[src/rtl/core/cpgc_pkg.sv]
// ----------------------------------------------------------------------------
// cpgc_pkg
// Types, constants and register codes shared by the gain calibrator files.
// ----------------------------------------------------------------------------
package cpgc_pkg;

    // Widths of the fixed fields
    localparam int CFG_W           = 16;
    localparam int CFG_IDX_W       = 3;
    localparam int WIDE_W          = CFG_W + 1;
    localparam int COUNT_W         = 16;
    localparam int SAMPLE_BITS_DEF = 16;

    // Gain scale and the dividend it produces from a 16-bit cv level
    localparam int GAIN_SCALE  = 1000;
    localparam int DIVIDEND_W  = 26;

    localparam logic [COUNT_W-1:0] COUNT_MAX = {COUNT_W{1'b1}};

    // Configuration register indexes
    localparam logic [CFG_IDX_W-1:0] CFG_IDX_RISE    = 3'd0;
    localparam logic [CFG_IDX_W-1:0] CFG_IDX_FALL    = 3'd1;
    localparam logic [CFG_IDX_W-1:0] CFG_IDX_BAND    = 3'd2;
    localparam logic [CFG_IDX_W-1:0] CFG_IDX_SAMPLES = 3'd3;
    localparam logic [CFG_IDX_W-1:0] CFG_IDX_CV      = 3'd4;
    localparam logic [CFG_IDX_W-1:0] CFG_IDX_CAL_MIN = 3'd5;
    localparam logic [CFG_IDX_W-1:0] CFG_IDX_CAL_MAX = 3'd6;

    // Configuration reset values
    localparam logic [CFG_W-1:0] RST_RISE    = 16'd100;
    localparam logic [CFG_W-1:0] RST_FALL    = 16'd100;
    localparam logic [CFG_W-1:0] RST_BAND    = 16'd10;
    localparam logic [CFG_W-1:0] RST_SAMPLES = 16'd60;
    localparam logic [CFG_W-1:0] RST_CV      = 16'd4200;
    localparam logic [CFG_W-1:0] RST_CAL_MIN = 16'd850;
    localparam logic [CFG_W-1:0] RST_CAL_MAX = 16'd1150;

    // Sequencer states
    typedef enum logic [3:0] {
        ST_IDLE = 4'b0001,
        ST_EVAL = 4'b0010,
        ST_DIV  = 4'b0100,
        ST_DONE = 4'b1000
    } state_t;

    // Divider control and status
    typedef struct packed {
        logic start;
    } div_req_t;

    typedef struct packed {
        logic busy;
        logic done;
    } div_stat_t;

endpackage

[src/rtl/core/cpgc_div.sv]
// ----------------------------------------------------------------------------
// cpgc_div
// Restoring unsigned divider, one quotient bit per clock cycle.
// ----------------------------------------------------------------------------
module cpgc_div #(
    parameter int DIVIDEND_W = cpgc_pkg::DIVIDEND_W,
    parameter int DIVISOR_W  = cpgc_pkg::SAMPLE_BITS_DEF
) (
    input  logic                   aclk,
    input  logic                   aresetn,
    input  cpgc_pkg::div_req_t     req,
    input  logic [DIVIDEND_W-1:0]  dividend,
    input  logic [DIVISOR_W-1:0]   divisor,
    output cpgc_pkg::div_stat_t    stat,
    output logic [DIVIDEND_W-1:0]  quotient
);
    import cpgc_pkg::*;

    localparam int CNT_W = $clog2(DIVIDEND_W + 1);

    logic [DIVIDEND_W-1:0] quo_reg,  quo_next;
    logic [DIVISOR_W-1:0]  rem_reg,  rem_next;
    logic [DIVISOR_W-1:0]  dvs_reg,  dvs_next;
    logic [CNT_W-1:0]      cnt_reg,  cnt_next;
    logic                  busy_reg, busy_next;
    logic                  done_reg, done_next;
    logic [DIVISOR_W:0]    trial;
    logic                  fits;

    // Shift the next dividend bit into the partial remainder and trial-subtract
    assign trial = {rem_reg, quo_reg[DIVIDEND_W-1]};
    assign fits  = trial >= {1'b0, dvs_reg};

    always_comb begin
        quo_next  = quo_reg;
        rem_next  = rem_reg;
        dvs_next  = dvs_reg;
        cnt_next  = cnt_reg;
        busy_next = busy_reg;
        done_next = 1'b0;
        if (req.start) begin
            quo_next  = dividend;
            rem_next  = '0;
            dvs_next  = divisor;
            cnt_next  = CNT_W'(DIVIDEND_W);
            busy_next = 1'b1;
        end else if (busy_reg) begin
            quo_next = {quo_reg[DIVIDEND_W-2:0], fits};
            rem_next = fits ? DIVISOR_W'(trial - {1'b0, dvs_reg}) : trial[DIVISOR_W-1:0];
            cnt_next = cnt_reg - 1'b1;
            if (cnt_reg == CNT_W'(1)) begin
                busy_next = 1'b0;
                done_next = 1'b1;
            end
        end
    end

    // Control state
    always_ff @(posedge aclk) begin
        if (!aresetn) begin
            busy_reg <= 1'b0;
            done_reg <= 1'b0;
            cnt_reg  <= '0;
        end else begin
            busy_reg <= busy_next;
            done_reg <= done_next;
            cnt_reg  <= cnt_next;
        end
    end

    // Datapath
    always_ff @(posedge aclk) begin
        quo_reg <= quo_next;
        rem_reg <= rem_next;
        dvs_reg <= dvs_next;
    end

    assign stat.busy = busy_reg;
    assign stat.done = done_reg;
    assign quotient  = quo_reg;

endmodule

[src/rtl/core/charge_plateau_gain_calibrator.sv]
// An accepted sample passes through the EVAL and DONE states before its result
// is offered; a sample that anchors a session also passes through DIV, where the
// bit-serial divider runs its 26 steps. A new sample is taken only once the last
// result has entered the output register, so a stalled result holds it off.
// Reset (aresetn, synchronous, active low) restores the configuration defaults
// and clears all tracking state; there is no clearing pass.
// ----------------------------------------------------------------------------
// charge_plateau_gain_calibrator
// Tracks a battery charge session and learns a voltage gain at its plateau.
// ----------------------------------------------------------------------------
module charge_plateau_gain_calibrator #(
    parameter int SAMPLE_BITS = cpgc_pkg::SAMPLE_BITS_DEF
) (
    input  logic                           aclk,
    input  logic                           aresetn,
    // configuration
    input  logic                           cfg_wr_en,
    input  logic [cpgc_pkg::CFG_IDX_W-1:0] cfg_wr_idx,
    input  logic [cpgc_pkg::CFG_W-1:0]     cfg_wr_data,
    // sample input
    input  logic                           s_valid,
    output logic                           s_ready,
    input  logic [15:0]                    s_sample_mv,
    // gain result
    output logic                           m_valid,
    input  logic                           m_ready,
    output logic                           m_gain_valid,
    output logic [15:0]                    m_gain_permille
);
    import cpgc_pkg::*;

    // Configuration registers
    logic [CFG_W-1:0] rise_reg, fall_reg, band_reg, samples_reg;
    logic [CFG_W-1:0] cv_reg, cal_min_reg, cal_max_reg;

    // Tracking state
    logic                   primed_reg,   primed_next;
    logic                   charging_reg, charging_next;
    logic                   anchored_reg, anchored_next;
    logic [SAMPLE_BITS-1:0] min_reg,      min_next;
    logic [SAMPLE_BITS-1:0] peak_reg,     peak_next;
    logic [SAMPLE_BITS-1:0] plat_reg,     plat_next;
    logic [COUNT_W-1:0]     flat_reg,     flat_next;

    // Sequencer and result staging
    state_t                 state_reg, state_next;
    logic [SAMPLE_BITS-1:0] sample_reg;
    logic                   res_gv_reg,   res_gv_next;
    logic [15:0]            res_gain_reg, res_gain_next;
    logic                   m_valid_reg,  m_valid_next;
    logic                   m_gv_reg;
    logic [15:0]            m_gain_reg;

    // Evaluation terms
    logic [SAMPLE_BITS-1:0] min1, peak1, peak2, diff;
    logic [WIDE_W-1:0]      s_w;
    logic                   rise_hit, charging1, fall_hit, out_band, anchor_hit;
    logic [COUNT_W-1:0]     flat_inc;

    // Divider
    div_req_t              div_req;
    div_stat_t             div_stat;
    logic [DIVIDEND_W-1:0] product, quotient;
    logic                  gain_ok;

    // Write configuration
    always_ff @(posedge aclk) begin
        if (!aresetn) begin
            rise_reg    <= RST_RISE;
            fall_reg    <= RST_FALL;
            band_reg    <= RST_BAND;
            samples_reg <= RST_SAMPLES;
            cv_reg      <= RST_CV;
            cal_min_reg <= RST_CAL_MIN;
            cal_max_reg <= RST_CAL_MAX;
        end else if (cfg_wr_en) begin
            case (cfg_wr_idx)
                CFG_IDX_RISE:    rise_reg    <= cfg_wr_data;
                CFG_IDX_FALL:    fall_reg    <= cfg_wr_data;
                CFG_IDX_BAND:    band_reg    <= cfg_wr_data;
                CFG_IDX_SAMPLES: samples_reg <= cfg_wr_data;
                CFG_IDX_CV:      cv_reg      <= cfg_wr_data;
                CFG_IDX_CAL_MIN: cal_min_reg <= cfg_wr_data;
                CFG_IDX_CAL_MAX: cal_max_reg <= cfg_wr_data;
                default: ;
            endcase
        end
    end

    // Track minimum, peak and plateau for the held sample
    always_comb begin
        s_w       = WIDE_W'(sample_reg);
        min1      = (sample_reg < min_reg)  ? sample_reg : min_reg;
        peak1     = (sample_reg > peak_reg) ? sample_reg : peak_reg;
        rise_hit  = !charging_reg && (s_w >= WIDE_W'(min1) + WIDE_W'(rise_reg));
        charging1 = charging_reg || rise_hit;
        peak2     = rise_hit ? sample_reg : peak1;
        fall_hit  = charging1 && (s_w + WIDE_W'(fall_reg) <= WIDE_W'(peak2));
        diff      = (sample_reg >= plat_reg) ? (sample_reg - plat_reg)
                                             : (plat_reg - sample_reg);
        out_band  = CFG_W'(diff) > band_reg;
        flat_inc  = (flat_reg == COUNT_MAX) ? flat_reg : flat_reg + 1'b1;
        anchor_hit = charging1 && !anchored_reg && (flat_inc >= samples_reg);
    end

    // Scale the constant-voltage level for the division
    assign product = DIVIDEND_W'(cv_reg) * DIVIDEND_W'(GAIN_SCALE);

    // Refuse gains at or beyond the limits
    assign gain_ok = !(quotient <= DIVIDEND_W'(cal_min_reg)) &&
                     !(quotient >= DIVIDEND_W'(cal_max_reg));

    // Sequence one sample through evaluation, optional division and output
    always_comb begin
        state_next    = state_reg;
        primed_next   = primed_reg;
        charging_next = charging_reg;
        anchored_next = anchored_reg;
        min_next      = min_reg;
        peak_next     = peak_reg;
        plat_next     = plat_reg;
        flat_next     = flat_reg;
        res_gv_next   = res_gv_reg;
        res_gain_next = res_gain_reg;
        m_valid_next  = m_valid_reg;
        div_req.start = 1'b0;

        if (m_valid_reg && m_ready) begin
            m_valid_next = 1'b0;
        end

        case (state_reg)
            ST_IDLE: begin
                if (s_valid) begin
                    state_next = ST_EVAL;
                end
            end
            ST_EVAL: begin
                res_gv_next   = 1'b0;
                res_gain_next = '0;
                state_next    = ST_DONE;
                if (!primed_reg) begin
                    primed_next = 1'b1;
                    min_next    = sample_reg;
                    peak_next   = sample_reg;
                    plat_next   = sample_reg;
                    flat_next   = '0;
                end else if (fall_hit) begin
                    // end the session and re-center on this sample
                    plat_next     = sample_reg;
                    flat_next     = '0;
                    charging_next = 1'b0;
                    anchored_next = 1'b0;
                    min_next      = sample_reg;
                    peak_next     = sample_reg;
                end else begin
                    min_next      = min1;
                    peak_next     = peak2;
                    charging_next = charging1;
                    if (out_band) begin
                        plat_next = sample_reg;
                        flat_next = '0;
                    end else begin
                        flat_next = flat_inc;
                        if (anchor_hit) begin
                            anchored_next = 1'b1;
                            if (sample_reg != '0) begin
                                div_req.start = 1'b1;
                                state_next    = ST_DIV;
                            end
                        end
                    end
                end
            end
            ST_DIV: begin
                if (div_stat.done) begin
                    res_gv_next   = gain_ok;
                    res_gain_next = gain_ok ? quotient[15:0] : 16'd0;
                    state_next    = ST_DONE;
                end
            end
            ST_DONE: begin
                // hand the result over once the output register is free
                if (!m_valid_reg || m_ready) begin
                    m_valid_next = 1'b1;
                    state_next   = ST_IDLE;
                end
            end
            default: begin
                state_next = ST_IDLE;
            end
        endcase
    end

    // Control state
    always_ff @(posedge aclk) begin
        if (!aresetn) begin
            state_reg    <= ST_IDLE;
            primed_reg   <= 1'b0;
            charging_reg <= 1'b0;
            anchored_reg <= 1'b0;
            min_reg      <= '0;
            peak_reg     <= '0;
            plat_reg     <= '0;
            flat_reg     <= '0;
            m_valid_reg  <= 1'b0;
        end else begin
            state_reg    <= state_next;
            primed_reg   <= primed_next;
            charging_reg <= charging_next;
            anchored_reg <= anchored_next;
            min_reg      <= min_next;
            peak_reg     <= peak_next;
            plat_reg     <= plat_next;
            flat_reg     <= flat_next;
            m_valid_reg  <= m_valid_next;
        end
    end

    // Payload registers
    always_ff @(posedge aclk) begin
        if (s_valid && s_ready) begin
            sample_reg <= s_sample_mv[SAMPLE_BITS-1:0];
        end
        res_gv_reg   <= res_gv_next;
        res_gain_reg <= res_gain_next;
        if (state_reg == ST_DONE && (!m_valid_reg || m_ready)) begin
            m_gv_reg   <= res_gv_reg;
            m_gain_reg <= res_gain_reg;
        end
    end

    cpgc_div #(
        .DIVIDEND_W (DIVIDEND_W),
        .DIVISOR_W  (SAMPLE_BITS)
    ) u_div (
        .aclk     (aclk),
        .aresetn  (aresetn),
        .req      (div_req),
        .dividend (product),
        .divisor  (sample_reg),
        .stat     (div_stat),
        .quotient (quotient)
    );

    assign s_ready         = (state_reg == ST_IDLE);
    assign m_valid         = m_valid_reg;
    assign m_gain_valid    = m_gv_reg;
    assign m_gain_permille = m_gain_reg;

endmodule

[config.mk]
export PLATFORM = sky130hd
export DESIGN_NAME = charge_plateau_gain_calibrator
export DESIGN_NICKNAME = d
export VERILOG_FILES = /design/src/rtl/core/cpgc_pkg.sv /design/src/rtl/core/cpgc_div.sv /design/src/rtl/core/charge_plateau_gain_calibrator.sv
export SDC_FILE = /design/constraint.sdc
export NUM_CORES = 1
export LEC_CHECK = 0
export ABC_AREA = 1
export BUFFER_PORTS_ARGS = -buffer_cell sky130_fd_sc_hd__clkbuf_2
export CAP_MARGIN = 40
export CORE_ASPECT_RATIO = 1.5
export CORE_MARGIN = 2
export CORE_UTILIZATION = 60
export CTS_CLUSTER_DIAMETER = 150
export DETAILED_ROUTE_END_ITERATION = 10
export PLACE_DENSITY = 0.86
export RECOVER_POWER = 25
export SYNTH_ARGS = -nofsm -noshare
export SYNTH_HDL_FRONTEND = slang
export SYNTH_HIERARCHICAL = 1
export SYNTH_SLANG_ARGS = --single-unit
[constraint.sdc]
create_clock -name aclk -period 19.55 [get_ports aclk]
set_input_delay 3.91 -clock aclk [delete_from_list [all_inputs] [get_ports aclk]]
set_output_delay 3.91 -clock aclk [all_outputs]
set_load 0.1 [all_outputs]
==> results <==
- The flow ran to the end, but the final reports show violations.
- The final reports fail on capacitance limit, slew limit.
- The top cell types in the final layout, fill and taps aside, are sky130_fd_sc_hd__nand2_1 (622), sky130_fd_sc_hd__inv_1 (428), sky130_fd_sc_hd__ha_1 (263), sky130_fd_sc_hd__a21oi_1 (254), sky130_fd_sc_hd__nor2_1 (228).
- In this run, post-CTS hold repair placed 0 buffers.
- The measured slew at the worst slew-check pin is 3.03 ns.
- In this run the static leakage power is 11.2 nW.
- The worst reg2reg path startpoint is sample_reg[1].
- TritonCTS built the clock tree.
- The floorplan die height is 237 um.
- The region available for standard cell placement spans 35,800 um^2.
- The number of gates given a new drive strength after cts is 0.
- For the final routed database, the setup TNS stands at 0 ns.
- The routed design has 61.6 mm of wire.
- The average cell area after synthesis is 7.56 um^2.
- The insertion delay of the later-clocked pin in the worst-skew pair is 0.57 ns.
- The buffer depth of the longest clock path is 3.
- In this design, the critical path's most frequently occurring cell is sky130_fd_sc_hd__nand2_1.
- Dividing total power by cell area gives a power density of 76.5 nW/um^2.
- The final routed DRC violation total is 0.
- At the worst endpoint, the required time is approximately 20 ns.
- The total number of placement rows is between 80 and 90.
- In this run the remaining antenna-violating nets after routing total 0.
- The global placer's final weighted congestion is 1.01.
- Buffers inserted during clock tree synthesis total 28.
- The setup slack after placement is slightly above 10 ns.
- The via count of the first global-routing pass is 20,000.
- After clock tree synthesis, the clock-pin slew on the worst setup and hold paths is 0.07 ns.
- The detail-routed via count per cell is 5.81.
- The launch point of the worst hold path is res_gain_reg[3].
- The initial antenna violation count was 0.
- The initial standard-cell utilization of the core is 60.8%.
- Post-CTS timing repair inserted 0 buffers for setup.
- The register with the highest flop count is u_div/quotient.
- Setup repair after global routing left no endpoint under its margin.
- The start point of the critical path is sample_reg[1].
- Cells with a size suffix above 1 make up 4.93% of the layout.
- The classification of the worst-slack hold path is reg -> reg.
- The critical path data arrival time is 9.93 ns.
- For this run, the slowest stage of the critical path takes 0.85 ns.
- The clock skew after layout is roughly 0.016 ns.
- The total count of max-transition violations in the final report is 120.
- The pin count of the biggest net entering global routing is 77.
- The normalized max-slew margin is -102%.
- The first global-routing pass estimated around 100 mm of wire.
- Across the run, the number of max-cap violations was 2.
- The setup slack of the critical path after layout is 10.07 ns.
- In this run the number of H-tree levels came out at 1.
- The critical path launch point type is a flop.
- The number of antenna diodes is 0.
- The area growth from synthesis to final layout is 7.22%.
- The average wire per cell in the routed design is 18.1 um.
- The net count of the finished layout is ~3,300.
- The tightest hold margin is 0.424 ns.
- STA classifies the critical path endpoint as a flop.
- The count of mapped cells out of synthesis is 2,883.
- The die area is approximately 38,000 um^2.
- The wire-length estimate of the detail-placed layout is 46.6 mm.
- The highest fanout seen on the critical path is 46.
- Across the VDD grid, the largest voltage drop is ~84 uV.
- The number of buffers inserted by port buffering is 58.
- The number of sinks handled by clock tree synthesis is 299.
- Global routing finished with a remaining overflow of 0.
- The count of final setup violators is 0.
- During synthesis, Yosys emitted a total of 6 warnings.
- The hold violation total from the final report was 0.
- The horizontal die dimension is 160 um.
- In the finished design, the share of the clock period the worst path needs comes to 48.5%.
- The type of the worst setup path is reg -> reg.
- The cell sitting at the root of the clock tree is a sky130_fd_sc_hd__clkbuf_16.
- Global routing consumed, over all layers together, approximately a third of the routing resources.
- The most common cell after layout, fill and taps aside is sky130_fd_sc_hd__nand2_1.
- The achievable frequency is approximately 110 MHz.
- The mapped netlist covers 21,800 um^2.
- The routed design could run at a clock period as short as 9.48 ns.
- Counting both buffers and inverters, the worst setup path holds a total of 7.
- The first TritonRoute pass finished after 8 iterations.
- The detailed router finished its first iteration with about 1,500 violations.
- The boundary pin count is 59.
- For this block, the via count after detailed routing is 19,800.
- The family with the most delay on the worst path is simple AND/OR/NAND/NOR gates.
- The slowest stage of the critical path belongs to the cell sky130_fd_sc_hd__edfxtp_1.
- The register with the most flip-flops in the layout has 26 of them.
[final timing paths]
check	depth (start not counted)	endpoint	slack, ns
worst max-delay path	47	u_div/busy_reg	10.07
worst min-delay path	0	m_gain_permille[3]	0.42
worst max register to register	47	u_div/busy_reg	10.07
worst min register to register	0	m_gain_permille[3]	0.42
[through the flow]
step	utilization, %	total power, W	instance area (um^2)	std cells
finish	65.2	0.00179	23400	3401
global route	65.2	0.00188	23400	3401
CTS	65.3	0.00178	23400	3401
detailed placement	62.7	0.00123	22500	3350
global placement	62.4	0.00120	22400	3341
floorplan	-	0.00109	21800	2885
[layout make-up]
| type | count | area [um^2] |
|---|---|---|
| clock buffer | 35 | 779 |
| clock inverter | 16 | 159 |
| fill | 2911 | 12500 |
| inverter | 436 | 1640 |
| multi-input combinational | 2064 | 12900 |
| sequential | 299 | 6910 |
| tap | 478 | 598 |
| timing repair buffer | 73 | 417 |
[power by group]
part           switching (W)  internal (W)  leakage, nW
Sequential         0.0000223      0.000655         2.52
Combinational       0.000349      0.000198         8.21
Clock               0.000252      0.000312        0.455
Total               0.000623       0.00116         11.2
[metal layers]
layer	part of all wire (%)	up-vias	track usage, %
met1	37	9202	34.3
li1	-	9510	-
met4	7.1	0	21.3
met5	0	-	0
met3	5.8	273	3.32
met2	51	780	58.7
(Power assumes the default switching activity.)
